## config.mk

```make
export PLATFORM = sky130hd
export DESIGN_NAME = typed_command_frame_parser
export DESIGN_NICKNAME = d
export VERILOG_FILES = /design/src/tcfp_pkg.sv /design/src/tcfp_cfg_regs.sv /design/src/typed_command_frame_parser.sv
export VERILOG_INCLUDE_DIRS = /design/src /design/src/src
export SDC_FILE = /design/constraint.sdc
export NUM_CORES = 1
export LEC_CHECK = 0
export ABC_AREA = 1
export BUFFER_PORTS_ARGS = -buffer_cell sky130_fd_sc_hd__buf_4
export CORE_MARGIN = 2
export CORE_UTILIZATION = 50
export CTS_CLUSTER_DIAMETER = 120
export DETAILED_ROUTE_END_ITERATION = 8
export PLACE_DENSITY_LB_ADDON = 0.15
export SLEW_MARGIN = 15
export SYNTH_ARGS = -nofsm -noshare
export SYNTH_HDL_FRONTEND = slang
export SYNTH_HIERARCHICAL = 1
export SYNTH_SLANG_ARGS = --single-unit
```

## constraint.sdc

```tcl
create_clock -name aclk -period 3.4 [get_ports aclk]
set_input_delay 0.68 -clock aclk [delete_from_list [all_inputs] [get_ports aclk]]
set_output_delay 0.68 -clock aclk [all_outputs]
set_load 0.05 [all_outputs]
```

## src/typed_command_frame_parser_defines.svh

```systemverilog
// Assertion helpers used by the parser source.
`ifndef TYPED_COMMAND_FRAME_PARSER_DEFINES_SVH
`define TYPED_COMMAND_FRAME_PARSER_DEFINES_SVH

// Same-cycle implication, checked on every rising edge outside reset.
`define TCFP_ASSERT_IMPL(label, clk, rstn, ante, cons, msg) \
    label: assert property (@(posedge clk) disable iff (!(rstn)) (ante) |-> (cons)) \
        else $error(msg);

// Next-cycle implication, checked on every rising edge outside reset.
`define TCFP_ASSERT_NEXT(label, clk, rstn, ante, cons, msg) \
    label: assert property (@(posedge clk) disable iff (!(rstn)) (ante) |=> (cons)) \
        else $error(msg);

`endif

```

## src/tcfp_pkg.sv

```systemverilog
`timescale 1ns / 1ps
`default_nettype none

package tcfp_pkg;

    // Parser phases.
    localparam logic [1:0] PH_IDLE = 2'd0;
    localparam logic [1:0] PH_TYPE = 2'd1;
    localparam logic [1:0] PH_DATA = 2'd2;

    // Frame kinds as reported on the result channel.
    localparam logic [1:0] KIND_BRIGHT  = 2'd0;
    localparam logic [1:0] KIND_PATTERN = 2'd1;
    localparam logic [1:0] KIND_PROFILE = 2'd2;
    localparam logic [1:0] KIND_STRIPE  = 2'd3;

    // Acceptance limits.
    localparam logic [7:0] BRIGHT_MAX   = 8'd100;
    localparam logic [7:0] STRIPE_LIMIT = 8'd15;

    // Configuration register indexes.
    localparam int unsigned CFG_INDEX_W = 3;
    localparam int unsigned CFG_DATA_W  = 16;
    localparam logic [CFG_INDEX_W-1:0] REG_START_CODE      = 3'd0;
    localparam logic [CFG_INDEX_W-1:0] REG_BRIGHTNESS_CODE = 3'd1;
    localparam logic [CFG_INDEX_W-1:0] REG_PATTERN_CODE    = 3'd2;
    localparam logic [CFG_INDEX_W-1:0] REG_PROFILE_CODE    = 3'd3;
    localparam logic [CFG_INDEX_W-1:0] REG_STRIPE_CODE     = 3'd4;
    localparam logic [CFG_INDEX_W-1:0] REG_PROFILE_LENGTH  = 3'd5;
    localparam logic [CFG_INDEX_W-1:0] REG_STRIPE_LENGTH   = 3'd6;

    // Configuration register contents.
    typedef struct packed {
        logic [7:0]  start_code;
        logic [7:0]  brightness_code;
        logic [7:0]  pattern_code;
        logic [7:0]  profile_code;
        logic [7:0]  stripe_code;
        logic [15:0] profile_length;
        logic [15:0] stripe_length;
    } cfg_t;

    // Values after reset.
    localparam cfg_t CFG_RESET = '{
        start_code:      8'd0,
        brightness_code: 8'd1,
        pattern_code:    8'd2,
        profile_code:    8'd3,
        stripe_code:     8'd4,
        profile_length:  16'd96,
        stripe_length:   16'd10241
    };

endpackage

`default_nettype wire

```

## src/tcfp_cfg_regs.sv

```systemverilog
`timescale 1ns / 1ps
`default_nettype none

module tcfp_cfg_regs
    import tcfp_pkg::*;
(
    input  wire logic                   aclk,
    input  wire logic                   aresetn,
    input  wire logic                   cfg_we,
    input  wire logic [CFG_INDEX_W-1:0] cfg_index,
    input  wire logic [CFG_DATA_W-1:0]  cfg_wdata,
    output cfg_t                        cfg
);

    cfg_t cfg_reg;
    cfg_t cfg_next;

    // Decode the write index; writes beyond the list are ignored.
    always_comb begin
        cfg_next = cfg_reg;
        if (cfg_we) begin
            case (cfg_index)
                REG_START_CODE:      cfg_next.start_code      = cfg_wdata[7:0];
                REG_BRIGHTNESS_CODE: cfg_next.brightness_code = cfg_wdata[7:0];
                REG_PATTERN_CODE:    cfg_next.pattern_code    = cfg_wdata[7:0];
                REG_PROFILE_CODE:    cfg_next.profile_code    = cfg_wdata[7:0];
                REG_STRIPE_CODE:     cfg_next.stripe_code     = cfg_wdata[7:0];
                REG_PROFILE_LENGTH:  cfg_next.profile_length  = cfg_wdata;
                REG_STRIPE_LENGTH:   cfg_next.stripe_length   = cfg_wdata;
                default:             cfg_next = cfg_reg;
            endcase
        end
    end

    // Register file with synchronous reset to the default codes.
    always_ff @(posedge aclk) begin
        if (!aresetn) begin
            cfg_reg <= CFG_RESET;
        end else begin
            cfg_reg <= cfg_next;
        end
    end

    assign cfg = cfg_reg;

endmodule

`default_nettype wire

```

## src/typed_command_frame_parser.sv

```systemverilog
`timescale 1ns / 1ps
`default_nettype none
// A payload byte appears on the result channel in the cycle after its input beat is taken.
// Throughput: one input byte per cycle unless a waiting result is not taken; the parser
// state update and a one-entry output register set this.
// Reset (aresetn low, synchronous): parser returns to idle, no result is pending and
// all configuration registers take their default codes and lengths.

`include "typed_command_frame_parser_defines.svh"

module typed_command_frame_parser
    import tcfp_pkg::*;
(
    input  wire logic                   aclk,
    input  wire logic                   aresetn,
    // Configuration write port.
    input  wire logic                   cfg_we,
    input  wire logic [CFG_INDEX_W-1:0] cfg_index,
    input  wire logic [CFG_DATA_W-1:0]  cfg_wdata,
    // Input stream.
    input  wire logic                   s_tvalid,
    output logic                        s_tready,
    input  wire logic [7:0]             s_tdata,   // [7:0] rx_byte
    // Result stream.
    output logic                        m_tvalid,
    input  wire logic                   m_tready,
    output logic [23:0]                 m_tdata,   // [7:0] data_byte, [23:8] offset
    output logic                        m_tlast,   // last
    output logic [2:0]                  m_tuser    // [1:0] frame_kind, [2] accepted
);

    cfg_t cfg;

    logic [1:0]  phase_reg, phase_next;
    logic [1:0]  kind_reg, kind_next;
    logic [15:0] count_reg, count_next;
    logic [15:0] expected_reg, expected_next;
    logic [7:0]  first_reg, first_next;

    logic        out_valid_reg, out_valid_next;
    logic [7:0]  out_byte_reg;
    logic [15:0] out_offset_reg;
    logic [1:0]  out_kind_reg;
    logic        out_last_reg;
    logic        out_acc_reg;

    logic        s_accept;
    logic        emit;
    logic        fin;
    logic        acc;
    logic [7:0]  rx_byte;
    logic [7:0]  first_val;
    logic [16:0] count_inc;
    logic [15:0] sel_len;
    logic [1:0]  sel_kind;
    logic        sel_hit;

    tcfp_cfg_regs u_cfg (
        .aclk      (aclk),
        .aresetn   (aresetn),
        .cfg_we    (cfg_we),
        .cfg_index (cfg_index),
        .cfg_wdata (cfg_wdata),
        .cfg       (cfg)
    );

    // Take a beat whenever the output register is empty or being drained.
    assign s_tready = !out_valid_reg || m_tready;
    assign s_accept = s_tvalid && s_tready;
    assign rx_byte  = s_tdata;

    // Type decode in priority order: profile, stripe, brightness, pattern.
    always_comb begin
        sel_hit  = 1'b1;
        sel_kind = KIND_BRIGHT;
        sel_len  = 16'd1;
        if (rx_byte == cfg.profile_code) begin
            sel_kind = KIND_PROFILE;
            sel_len  = cfg.profile_length;
        end else if (rx_byte == cfg.stripe_code) begin
            sel_kind = KIND_STRIPE;
            sel_len  = cfg.stripe_length;
        end else if (rx_byte == cfg.brightness_code) begin
            sel_kind = KIND_BRIGHT;
        end else if (rx_byte == cfg.pattern_code) begin
            sel_kind = KIND_PATTERN;
        end else begin
            sel_hit = 1'b0;
        end
    end

    // Payload position and acceptance check on the final byte.
    assign count_inc = {1'b0, count_reg} + 17'd1;
    assign fin       = (count_inc == {1'b0, expected_reg});
    assign first_val = (count_reg == 16'd0) ? rx_byte : first_reg;

    always_comb begin
        acc = 1'b0;
        if (fin) begin
            case (kind_reg)
                KIND_BRIGHT:  acc = (first_val <= BRIGHT_MAX);
                KIND_PATTERN: acc = 1'b1;
                KIND_PROFILE: acc = 1'b1;
                default:      acc = (first_val < STRIPE_LIMIT);
            endcase
        end
    end

    // Parser state update for one accepted beat.
    always_comb begin
        phase_next    = phase_reg;
        kind_next     = kind_reg;
        count_next    = count_reg;
        expected_next = expected_reg;
        first_next    = first_reg;
        emit          = 1'b0;
        if (s_accept) begin
            if (phase_reg != PH_DATA && rx_byte == cfg.start_code) begin
                phase_next    = PH_TYPE;
                count_next    = 16'd0;
                expected_next = 16'd0;
            end else if (phase_reg == PH_TYPE) begin
                if (sel_hit && sel_len != 16'd0) begin
                    phase_next    = PH_DATA;
                    kind_next     = sel_kind;
                    expected_next = sel_len;
                    count_next    = 16'd0;
                end else begin
                    phase_next    = PH_IDLE;
                    kind_next     = KIND_BRIGHT;
                    count_next    = 16'd0;
                    expected_next = 16'd0;
                end
            end else if (phase_reg == PH_DATA && count_reg < expected_reg) begin
                emit       = 1'b1;
                first_next = first_val;
                if (fin) begin
                    phase_next    = PH_IDLE;
                    kind_next     = KIND_BRIGHT;
                    count_next    = 16'd0;
                    expected_next = 16'd0;
                end else begin
                    count_next = count_inc[15:0];
                end
            end else begin
                phase_next    = PH_IDLE;
                kind_next     = KIND_BRIGHT;
                count_next    = 16'd0;
                expected_next = 16'd0;
            end
        end
    end

    // Output register valid flag.
    always_comb begin
        out_valid_next = out_valid_reg;
        if (s_accept) begin
            out_valid_next = emit;
        end else if (m_tready) begin
            out_valid_next = 1'b0;
        end
    end

    // Control state.
    always_ff @(posedge aclk) begin
        if (!aresetn) begin
            phase_reg     <= PH_IDLE;
            kind_reg      <= KIND_BRIGHT;
            count_reg     <= 16'd0;
            expected_reg  <= 16'd0;
            first_reg     <= 8'd0;
            out_valid_reg <= 1'b0;
        end else begin
            phase_reg     <= phase_next;
            kind_reg      <= kind_next;
            count_reg     <= count_next;
            expected_reg  <= expected_next;
            first_reg     <= first_next;
            out_valid_reg <= out_valid_next;
        end
    end

    // Result payload, loaded with each emitted byte.
    always_ff @(posedge aclk) begin
        if (s_accept && emit) begin
            out_byte_reg   <= rx_byte;
            out_offset_reg <= count_reg;
            out_kind_reg   <= kind_reg;
            out_last_reg   <= fin;
            out_acc_reg    <= acc;
        end
    end

    assign m_tvalid = out_valid_reg;
    assign m_tdata  = {out_offset_reg, out_byte_reg};
    assign m_tlast  = out_last_reg;
    assign m_tuser  = {out_acc_reg, out_kind_reg};

    // Checks on the parser state and the result register.
    `TCFP_ASSERT_IMPL(a_count_in_range, aclk, aresetn, phase_reg == PH_DATA, count_reg < expected_reg, "payload count reached the expected length")
    `TCFP_ASSERT_IMPL(a_count_zero_outside, aclk, aresetn, phase_reg != PH_DATA, count_reg == 16'd0, "payload count is not zero outside a payload")
    `TCFP_ASSERT_IMPL(a_acc_only_last, aclk, aresetn, out_valid_reg && !out_last_reg, !out_acc_reg, "accept flag set on a byte that is not last")
    `TCFP_ASSERT_NEXT(a_idle_after_last, aclk, aresetn, s_accept && emit && fin, phase_reg == PH_IDLE && m_tvalid && m_tlast, "final payload byte did not end the frame")

endmodule

`default_nettype wire

```

==> impl_metrics.yaml, run 1 <==
status:
  outcome: "finished clean"
min_path:
  min_to: "expected_reg[1]$_SDFFE_PN0P_"
  hold_path.class: "flip-flop to flip-flop"
  hold_start: "expected_reg[1]$_SDFFE_PN0P_"
  worstHoldPathCells: 2
clock_tree:
  cts.clk_slew.worst_paths_ps: 60
  clock_latency_ps: 430
  tritoncts: "built"
  cts_resized: 0
  cts_setup_buffers: 0
  cts_root_buf: "clkbuf_16"
  cts_buffer_depth: 2
  cts_hold_buf: 0
  clkSinkCount: 145
  cts_max_level: 4
  cts_inserted_buffers: 17
layout:
  areaGrowthSynthToFinish_pct: 13.91
  final_cell_mix: "nand2_1, nor2_1, nand3_1"
  fin_nets: 1278
  fin_area_um2: 9263
  drive_gt1_frac: 0.1316
  fill_cells: 1589
  largest_reg_flops: 72
  seq_area_um2: 3183
  layout_commonest_cell: "nand2_1"
  multi_input_area_um2: 4238
  diodes: 0
pwr:
  p_sw_frac: 0.2364
  pwr_density_cell_nw_per_um2: 427.1
  p_int_uw: 3021
  vdd_drop_max_mv: 0.3813
  pwr-share-clk: 0.470
  p_comb_frac: 0.075
  p_seq_frac: 0.455
  p_switching_uw: 935.3
  p_leak_uw: 0.003939
drt:
  vias: 7420
  final_antenna_net_count: 0
  wl_per_cell_um: 14.27
  post_drt_via_cell_ratio: 5.100
  drt_iter0_markers: 590
  dr.pass1.iters: 6
  drc: 0
  wirelength_um: 20760
global_routing:
  grtUsageTotal: 0.2466
  grt_pass1_vias: 6791
  antenna_found_initial: 0
  grt_max_degree: 52
  grt_pass1_wl_um: 34470
  gr-total-overflow: 0
timing:
  rsz0062_at_grt: "no"
  setup_viol_count_final: 0
  slew_headroom: 0.2790
  skew_ps: 6.793
  finalHoldViolCount: 0
  min_period_ps: 2640
  post-route-period-util: 0.7764
  slew_viol_final: 0
  tightest_slew_ps: 1077
  max_freq_ghz: 0.3788
  setup_tns_ps: 0
logic_synthesis:
  synth-async-reset-ratio: 0
  synth_nets: 1236
  synth_area_um2: 8132
  syn_avg_cell_area_um2: 6.868
  synth_cells: 1184
  synth-edff-count: 28
  synth-seq-area-share: 0.3914
  synth.distinct_cells: 42
  yosysWarningCount: 6
  synth_seq_cells: 145
  synth_ff_type: "dfxtp_1"
setup_path:
  cp-startpoint: "count_reg[3]$_SDFFE_PN0P_"
  arrival_ps: 2710
  worstReg2RegStart: "count_reg[3]$_SDFFE_PN0P_"
  critPathRequiredTime_ps: 3470
  worst_setup_path_start_kind: "flip-flop"
  crit_path_max_fanout: 38
  reg2reg_slack_ps: 760
  end_kind: "flip-flop"
  critical_path_class: "flip-flop to flip-flop"
  r2r_end: "out_offset_reg[1]$_DFFE_PP_"
  reg2reg_depth: 9
floorplanning:
  chipWidth_um: 131.5
  die_h_um: 131.5
  dieArea_um2: 17300
  core_um2: 15890
  row_count: 46
  io_pins: 62
  start_util: 0.5119
placement:
  dp_hpwl_um: 15170
  port_buffers: 61
  finalWeightedCongestion: 0.9513
  postPlaceCellArea_um2: 8686
flow_run:
  cap_violations: 0
[critical path, stage by stage (launching register included)]
cell and delay, ps:
dfxtp_1 530, ha_1 320, a21oi_1 140, o21ai_0 120, nand4_1 100, o211ai_1 170
a21oi_2 180, nand2_1 220, inv_2 90, buf_4 410
[power by group through the flow]
stage               Sequential [uW]  Combinational, uW  Clock (uW)
CTS                            1800                296        1890
finish                         1800                297        1860
detailed placement             1840                295           0
global route                   1800                335        1950
floorplan                      1830                212           0
global placement               1840                294           0
[metal layers]
metal / GRT usage / share of wire
met3: 0.04012 / 0.048
met4: 0.08635 / 0.019
met5: 0 / 0
met2: 0.3901 / 0.45
met1: 0.3414 / 0.48
[worst max path at each step]
stage                               endpoint  slack, ps  cells past startpoint
3_3_place_gp       phase_reg[1]$_SDFFE_PN0P_        580                     17
5_1_grt        expected_reg[14]$_SDFFE_PN0P_        540                     16
6_report         out_offset_reg[1]$_DFFE_PP_        760                      9
3_5_place_dp       phase_reg[1]$_SDFFE_PN0P_        520                     17
4_1_cts          out_offset_reg[3]$_DFFE_PP_        790                      9
2_1_floorplan              m_tlast$_DFFE_PP_        610                      8
[kinds of logic after synthesis]
kind of cell | synth area share
fa+ha+maj | 0.03077
compound gates | 0.06293
simple gates | 0.4010
xor+xnor | 0.02646
flops | 0.3914
buf+inv | 0.08740
[through the flow]
step,std cells,worst slack (ps),total power (uW),util,hold WS [ps]
detailed placement,1423,521.3,2133,0.5468,457.1
global route,1455,542.5,4092,0.5831,488.0
CTS,1455,786.1,3983,0.5831,466.6
floorplan,1184,605.5,2041,-,428.9
global placement,1423,579.6,2132,0.5468,443.7
finish,1455,760.4,3956,0.5831,466.4
[synth_stat cells, drive strengths merged, types with 7 or more instances]
| master | n | share of area |
|---|---|---|
| a21oi | 53 | 0.039 |
| o21a | 7 | 0.0065 |
| buf | 34 | 0.024 |
| nand4 | 20 | 0.015 |
| o21ai | 17 | 0.010 |
| nor2 | 205 | 0.10 |
| edfxtp | 28 | 0.10 |
| dfxtp | 117 | 0.29 |
| ha | 20 | 0.031 |
| xor2 | 10 | 0.011 |
| inv | 121 | 0.056 |
| nand2 | 336 | 0.16 |
| clkbuf | 14 | 0.0068 |
| xnor2 | 12 | 0.013 |
| nor3 | 19 | 0.012 |
| nand3 | 150 | 0.10 |
[layout make-up]
cell class / instances / area share
clock buffers: 20 / 0.04714
clock inverters: 12 / 0.01513
inverters: 123 / 0.04984
multi-input cells: 868 / 0.4575
flip-flops and latches: 145 / 0.3436
well taps: 216 / 0.02918
repair buffers: 71 / 0.05754
Power figures use the tool's default switching activity.
==> run 2, diff against run 1 <==
Clock period 3.4 ns to 2.7 ns, I/O delays scaled along.
==> run 2 against run 1 <==
  * Via count up 2.3%
  * Clock-buffer cell count is 2 lower
  * Power rose by 26%
  * Register-to-register slack worse by 520 ps
  * Final cell count is 1.7% higher
  * Sequential power is 26% higher
  * Critical endpoint is now expected_reg[13]$_SDFFE_PN0P_
==> impl_metrics.yaml, run 2 (same netlist as run 1, synthesis figures left out) <==
clock_tree:
  cts_buffer_depth: 2
  clkSinkCount: 145
  cts_root_buf: "clkbuf_16"
  cts.clk_slew.worst_paths_ps: 60
  cts_max_level: 4
  tritoncts: "built"
  clock_latency_ps: 430
  cts_inserted_buffers: 17
setup_path:
  critPathRequiredTime_ps: 3060
  reg2reg_slack_ps: 240
  worstReg2RegStart: "count_reg[0]$_SDFFE_PN0P_"
  critical_path_class: "flip-flop to flip-flop"
  end_kind: "flip-flop"
  max_stage_delay_ps: 380
  worst_setup_path_start_kind: "flip-flop"
  r2r_end: "expected_reg[13]$_SDFFE_PN0P_"
  worstPathCellList: "inv_1 > ha_1 > a21oi_1 > o21ai_0 > nor2_1 > nand3_1 > nor2_1 > nand3_1 > nor2_2 > nand2_4 > nand2_8 > buf_4 > nand3_2 > a21oi_2"
  critPathSlowestCell: "dfxtp_1"
  arrival_ps: 2830
  reg2reg_depth: 14
  crit_path_max_fanout: 9
timing:
  post-route-period-util: 0.9121
  min_period_ps: 2463
  finalHoldViolCount: 0
  setup_tns_ps: 0
  slew_viol_final: 0
  skew_ps: 9.132
  max_freq_ghz: 0.4061
  slew_headroom: 0.5569
  tightest_slew_ps: 662.2
  rsz0062_at_grt: "no"
  setup_viol_count_final: 0
layout:
  areaGrowthSynthToFinish_pct: 16.68
  multi_input_area_um2: 4264
  drive_gt1_frac: 0.1519
  fin_nets: 1304
  fin_cells: 1480
  diodes: 0
  final_cell_mix: "nand2_1, nor2_1, nand3_1"
  seq_area_um2: 3184
  largest_reg_flops: 72
  fill_cells: 1581
  layout_commonest_cell: "nand2_1"
floorplanning:
  row_count: 46
  io_pins: 62
  start_util: 0.5119
  core_um2: 15890
  dieArea_um2: 17300
  chipWidth_um: 131.5
  die_h_um: 131.5
global_routing:
  grt_max_degree: 45
  grtUsageTotal: 0.2492
  grt_pass1_vias: 6908
  gr-total-overflow: 0
  grt_pass1_wl_um: 34880
  antenna_found_initial: 0
drt:
  final_antenna_net_count: 0
  wirelength_um: 21330
  drc: 0
  vias: 7588
  dr.pass1.iters: 7
  post_drt_via_cell_ratio: 5.127
  wl_per_cell_um: 14.41
  drt_iter0_markers: 727
status:
  outcome: "finished clean"
pwr:
  p_leak_uw: 0.004098
  vdd_drop_max_mv: 0.4601
  pwr_density_cell_nw_per_um2: 525.5
min_path:
  min_to: "u_cfg/cfg[21]$_SDFFE_PN1P_"
  worstHoldPathCells: 3
  hold_path.class: "primary input to flip-flop"
  hold_start: "cfg_wdata[5]"
placement:
  finalWeightedCongestion: 0.8907
  dp_hpwl_um: 15330
  dp.cells: 1439
  port_buffers: 61
flow_run:
  cap_violations: 0
run 2: per-stage QoR:
stage / hold WS (ps) / worst slack, ps / instance area (um2) / total power [uW] / utilization
2_1_floorplan: 428.9 / 45.55 / 8132 / 2570 / -
3_3_place_gp: 442.3 / 234.6 / 8818 / 2699 / 0.5551
3_5_place_dp: 446.3 / 192.5 / 8818 / 2702 / 0.5551
4_1_cts: 323.6 / 175.6 / 9393 / 5009 / 0.5913
5_1_grt: 335.6 / 2.998 / 9488 / 5165 / 0.5973
6_report: 333.8 / 237.4 / 9488 / 4986 / 0.5973
run 2: worst max path at each step:
stage | startpoint | to | slack [ps] | cells after the start
2_1_floorplan | m_tready | m_tlast$_DFFE_PP_ | 50 | 8
3_3_place_gp | count_reg[3]$_SDFFE_PN0P_ | out_acc_reg$_SDFFCE_PN0P_ | 230 | 12
3_5_place_dp | count_reg[1]$_SDFFE_PN0P_ | expected_reg[13]$_SDFFE_PN0P_ | 190 | 14
4_1_cts | count_reg[1]$_SDFFE_PN0P_ | expected_reg[10]$_SDFFE_PN0P_ | 180 | 14
5_1_grt | count_reg[0]$_SDFFE_PN0P_ | expected_reg[10]$_SDFFE_PN0P_ | 3 | 14
6_report | count_reg[0]$_SDFFE_PN0P_ | expected_reg[13]$_SDFFE_PN0P_ | 240 | 14
run 2: where the power goes:
| part | internal, uW | switching (uW) |
|---|---|---|
| Combinational | 137 | 259 |
| Sequential | 2240 | 27.0 |
| Clock | 1430 | 895 |
run 2: critical path: cells and delay by family (launching register included):
| family | cells | cell delay (ps) |
|---|---|---|
| simple gates | 8 | 1000 |
| compound gates | 3 | 410 |
| flops | 1 | 380 |
| fa+ha+maj | 1 | 350 |
| buf+inv | 2 | 250 |
run 2: cell type report:
class	count	area share
Sequential cell	145	0.3356
Tap cell	216	0.02848
Multi-Input combinational cell	869	0.4494
Clock inverter	13	0.01530
Clock buffer	18	0.04523
Inverter	123	0.04866
Timing Repair Buffer	96	0.07728
run 2: per-layer routing:
layer / track usage / part of all wire
met4: 0.06582 / 0.013
met5: 0 / 0
met3: 0.05363 / 0.047
met2: 0.3950 / 0.46
met1: 0.3444 / 0.48
run 2: what timing repair did:
action | in CTS | in global routing
gates resized for setup | 0 | 3
buffers inserted | 0 | 9
setup endpoints to repair | 0 | 24
hold buffers | 0 | 0
==> run 3, diff against run 2 <==
Settings changed: ABC_AREA 1 to default.
==> run 3 against run 2 <==
  * Largest power group is now sequential cells
  * First-iteration DRC count down 38%
  * Design area is 7.7% lower
  * Non-clock buffer count is 9 higher
  * Largest cell class unchanged
  * Via count shrank 24%
  * Final cell count fell by 31%
  * Clock-buffer cell count up 10
  * Global-route usage decreased by 1.7 points
  * Flip-flop and latch count is the same
  * Worst hold slack better by 55 ps
  * Combinational power is 37% lower
  * Power shrank 6.1%
  * Synthesized cell count fell by 37%
==> impl_metrics.yaml, run 3 <==
clock_tree:
  clkSinkCount: 145
  cts_root_buf: "clkbuf_16"
  cts_inserted_buffers: 17
  cts.clk_slew.worst_paths_ps: 60
  cts_buffer_depth: 2
  tritoncts: "built"
  clock_latency_ps: 420
  cts_hold_buf: 0
  cts_max_level: 4
placement:
  place_ws_ps: -24.44
  dp_hpwl_um: 12880
  port_buffers: 61
  finalWeightedCongestion: 0.9329
timing:
  post-route-period-util: 0.9589
  slew_headroom: 0.5272
  skew_ps: 7.836
  timing.hold.ws_ps: 388.3
  min_period_ps: 2589
  setup_viol_count_final: 0
  finalHoldViolCount: 0
  max_freq_ghz: 0.3862
  rsz0062_at_grt: "yes"
  slew_viol_final: 0
  final.setup.worst_slack_ps: 111.0
  tightest_slew_ps: 705.2
min_path:
  hold_path.class: "primary input to flip-flop"
pwr:
  pwr_density_cell_nw_per_um2: 534.4
  pwr-share-clk: 0.468
  p_comb_frac: 0.054
  p_leak_uw: 0.003758
  p_switching_uw: 1031
  vdd_drop_max_mv: 0.4216
  p_seq_frac: 0.478
  p_int_uw: 3649
  p_sw_frac: 0.2203
logic_synthesis:
  yosysTopAreaCellShare: 0.3169
  synth_ff_type: "dfxtp_1"
  yosysWarningCount: 6
  synth_most_common_cell: "dfxtp_1"
  synth-edff-count: 28
  synth_area_leaders: "dfxtp_1, edfxtp_1, mux2i_1"
  yosys.area.top_type: "dfxtp_1"
  synth_seq_cells: 145
  synth_nets: 800
  syn_avg_cell_area_um2: 9.882
  synth_area_um2: 7392
  synth-async-reset-ratio: 0
  synth-seq-area-share: 0.4306
  synth.distinct_cells: 67
  synth_top_cells_by_count: "dfxtp_1, nand2_1, mux2i_1"
  synth_cells: 748
drt:
  drt_iter0_markers: 449
  wl_per_cell_um: 17.56
  post_drt_via_cell_ratio: 5.638
  wirelength_um: 17860
  dr.pass1.iters: 5
  vias: 5734
  final_antenna_net_count: 0
  drc: 0
layout:
  diodes: 0
  largest_reg_flops: 72
  multi_input_area_um2: 3866
  areaGrowthSynthToFinish_pct: 18.48
  layout_commonest_cell: "dfxtp_1"
  fin_nets: 872
  final_cell_mix: "dfxtp_1, nand2_1, buf_4"
  final_util: 0.6049
  seq_area_um2: 3202
  drive_gt1_frac: 0.1957
  fill_cells: 1209
setup_path:
  critical_path_class: "flip-flop to flip-flop"
  arrival_ps: 2900
  crit_path_max_fanout: 8
  critPathRequiredTime_ps: 3010
  worst_setup_path_start_kind: "flip-flop"
  end_kind: "flip-flop"
global_routing:
  grt_max_degree: 50
  grt_pass1_wl_um: 29310
  gr-total-overflow: 0
  grtUsageTotal: 0.2325
  grt_pass1_vias: 5673
  antenna_found_initial: 0
floorplanning:
  io_pins: 62
  row_count: 44
  core_um2: 14480
  chipWidth_um: 125.6
  die_h_um: 125.6
  start_util: 0.5105
  dieArea_um2: 15770
flow_run:
  cap_violations: 0
status:
  outcome: "finished clean"
==> run 3: cell count changes in the layout (fill, tap and decap cells not counted), moves of 36 or more <==
cell,before,now
nor2_1,186,17
nand3_1,138,14
mux2i_1,0,81
a21oi_1,40,4
inv_1,112,23
nand2_1,329,106
==> run 3: power by group through the flow <==
stage / Combinational [uW] / Clock (uW) / Sequential [uW]
2_1_floorplan: 164 / 0 / 2280
3_3_place_gp: 238 / 0 / 2290
3_5_place_dp: 245 / 0 / 2290
4_1_cts: 246 / 2220 / 2240
5_1_grt: 272 / 2320 / 2240
6_report: 251 / 2190 / 2240
==> run 3: path summary, 6_finish.rpt <==
kind	from	endpoint	slack [ps]	cells past startpoint
setup / recovery	count_reg[8]$_SDFFE_PN0P_	count_reg[5]$_SDFFE_PN0P_	110	9
hold reg to reg	u_cfg/cfg[63]$_SDFFE_PN0P_	u_cfg/cfg[63]$_SDFFE_PN0P_	470	2
setup reg to reg	count_reg[8]$_SDFFE_PN0P_	count_reg[5]$_SDFFE_PN0P_	110	9
hold / removal	cfg_wdata[2]	u_cfg/cfg[34]$_SDFFE_PN1P_	390	3
==> run 3: cells by family (layout without fill, tap and decap cells) <==
| logic type | after synthesis | after routing | synth area share |
|---|---|---|---|
| AO/OA/AOI/OAI | 109 | 109 | 0.1151 |
| XOR/XNOR | 62 | 62 | 0.07346 |
| adder cells (fa/ha/maj) | 20 | 20 | 0.03385 |
| buffers and inverters | 76 | 161 | 0.05247 |
| flip-flops | 145 | 145 | 0.4306 |
| multiplexers | 81 | 81 | 0.1097 |
| AND/OR/NAND/NOR | 255 | 255 | 0.1848 |
==> run 3: layer usage <==
metal / wire (um) / up-vias / global-route usage
li1: - / 2805 / -
met3: 721 / 28 / 0.04065
met1: 8626 / 2768 / 0.3226
met2: 8201 / 133 / 0.3701
met4: 311 / 0 / 0.07451
met5: 0 / - / 0
==> run 3: timing repair <==
action | 4_1_cts | 5_1_grt
pin swaps | 1 | 8
buffers inserted | 0 | 3
resized for setup | 2 | 22
endpoints found under the setup margin | 8 | 36
==> run 3: stage by stage <==
step | instances | TNS [ps] | instance area [um2] | power [uW]
final | 1017 | 0 | 8758 | 4680
after global routing | 1017 | -31.49 | 8758 | 4833
after CTS | 1014 | 0 | 8672 | 4711
after detailed placement | 982 | -105.6 | 8117 | 2533
after global placement | 982 | 0 | 8117 | 2525
after floorplan | 748 | 0 | 7400 | 2447
==> run 3: cell type report <==
cell class,count,area share
clock inverter,4,0.002429
clock buffer,28,0.06029
multi-input combinational,527,0.4414
sequential,145,0.3656
inverter,24,0.01029
tap,184,0.02629
timing repair buffer,105,0.09371
==> run 3: worst max-delay path: stages, from the launching register on <==
cell       delay, ps
dfxtp_1          550
and3_1           270
nand4_1          200
xnor2_1          170
o21ai_0          220
o211ai_2         220
o2111ai_4        360
buf_4            170
nor3_1            40
a211o_1          260
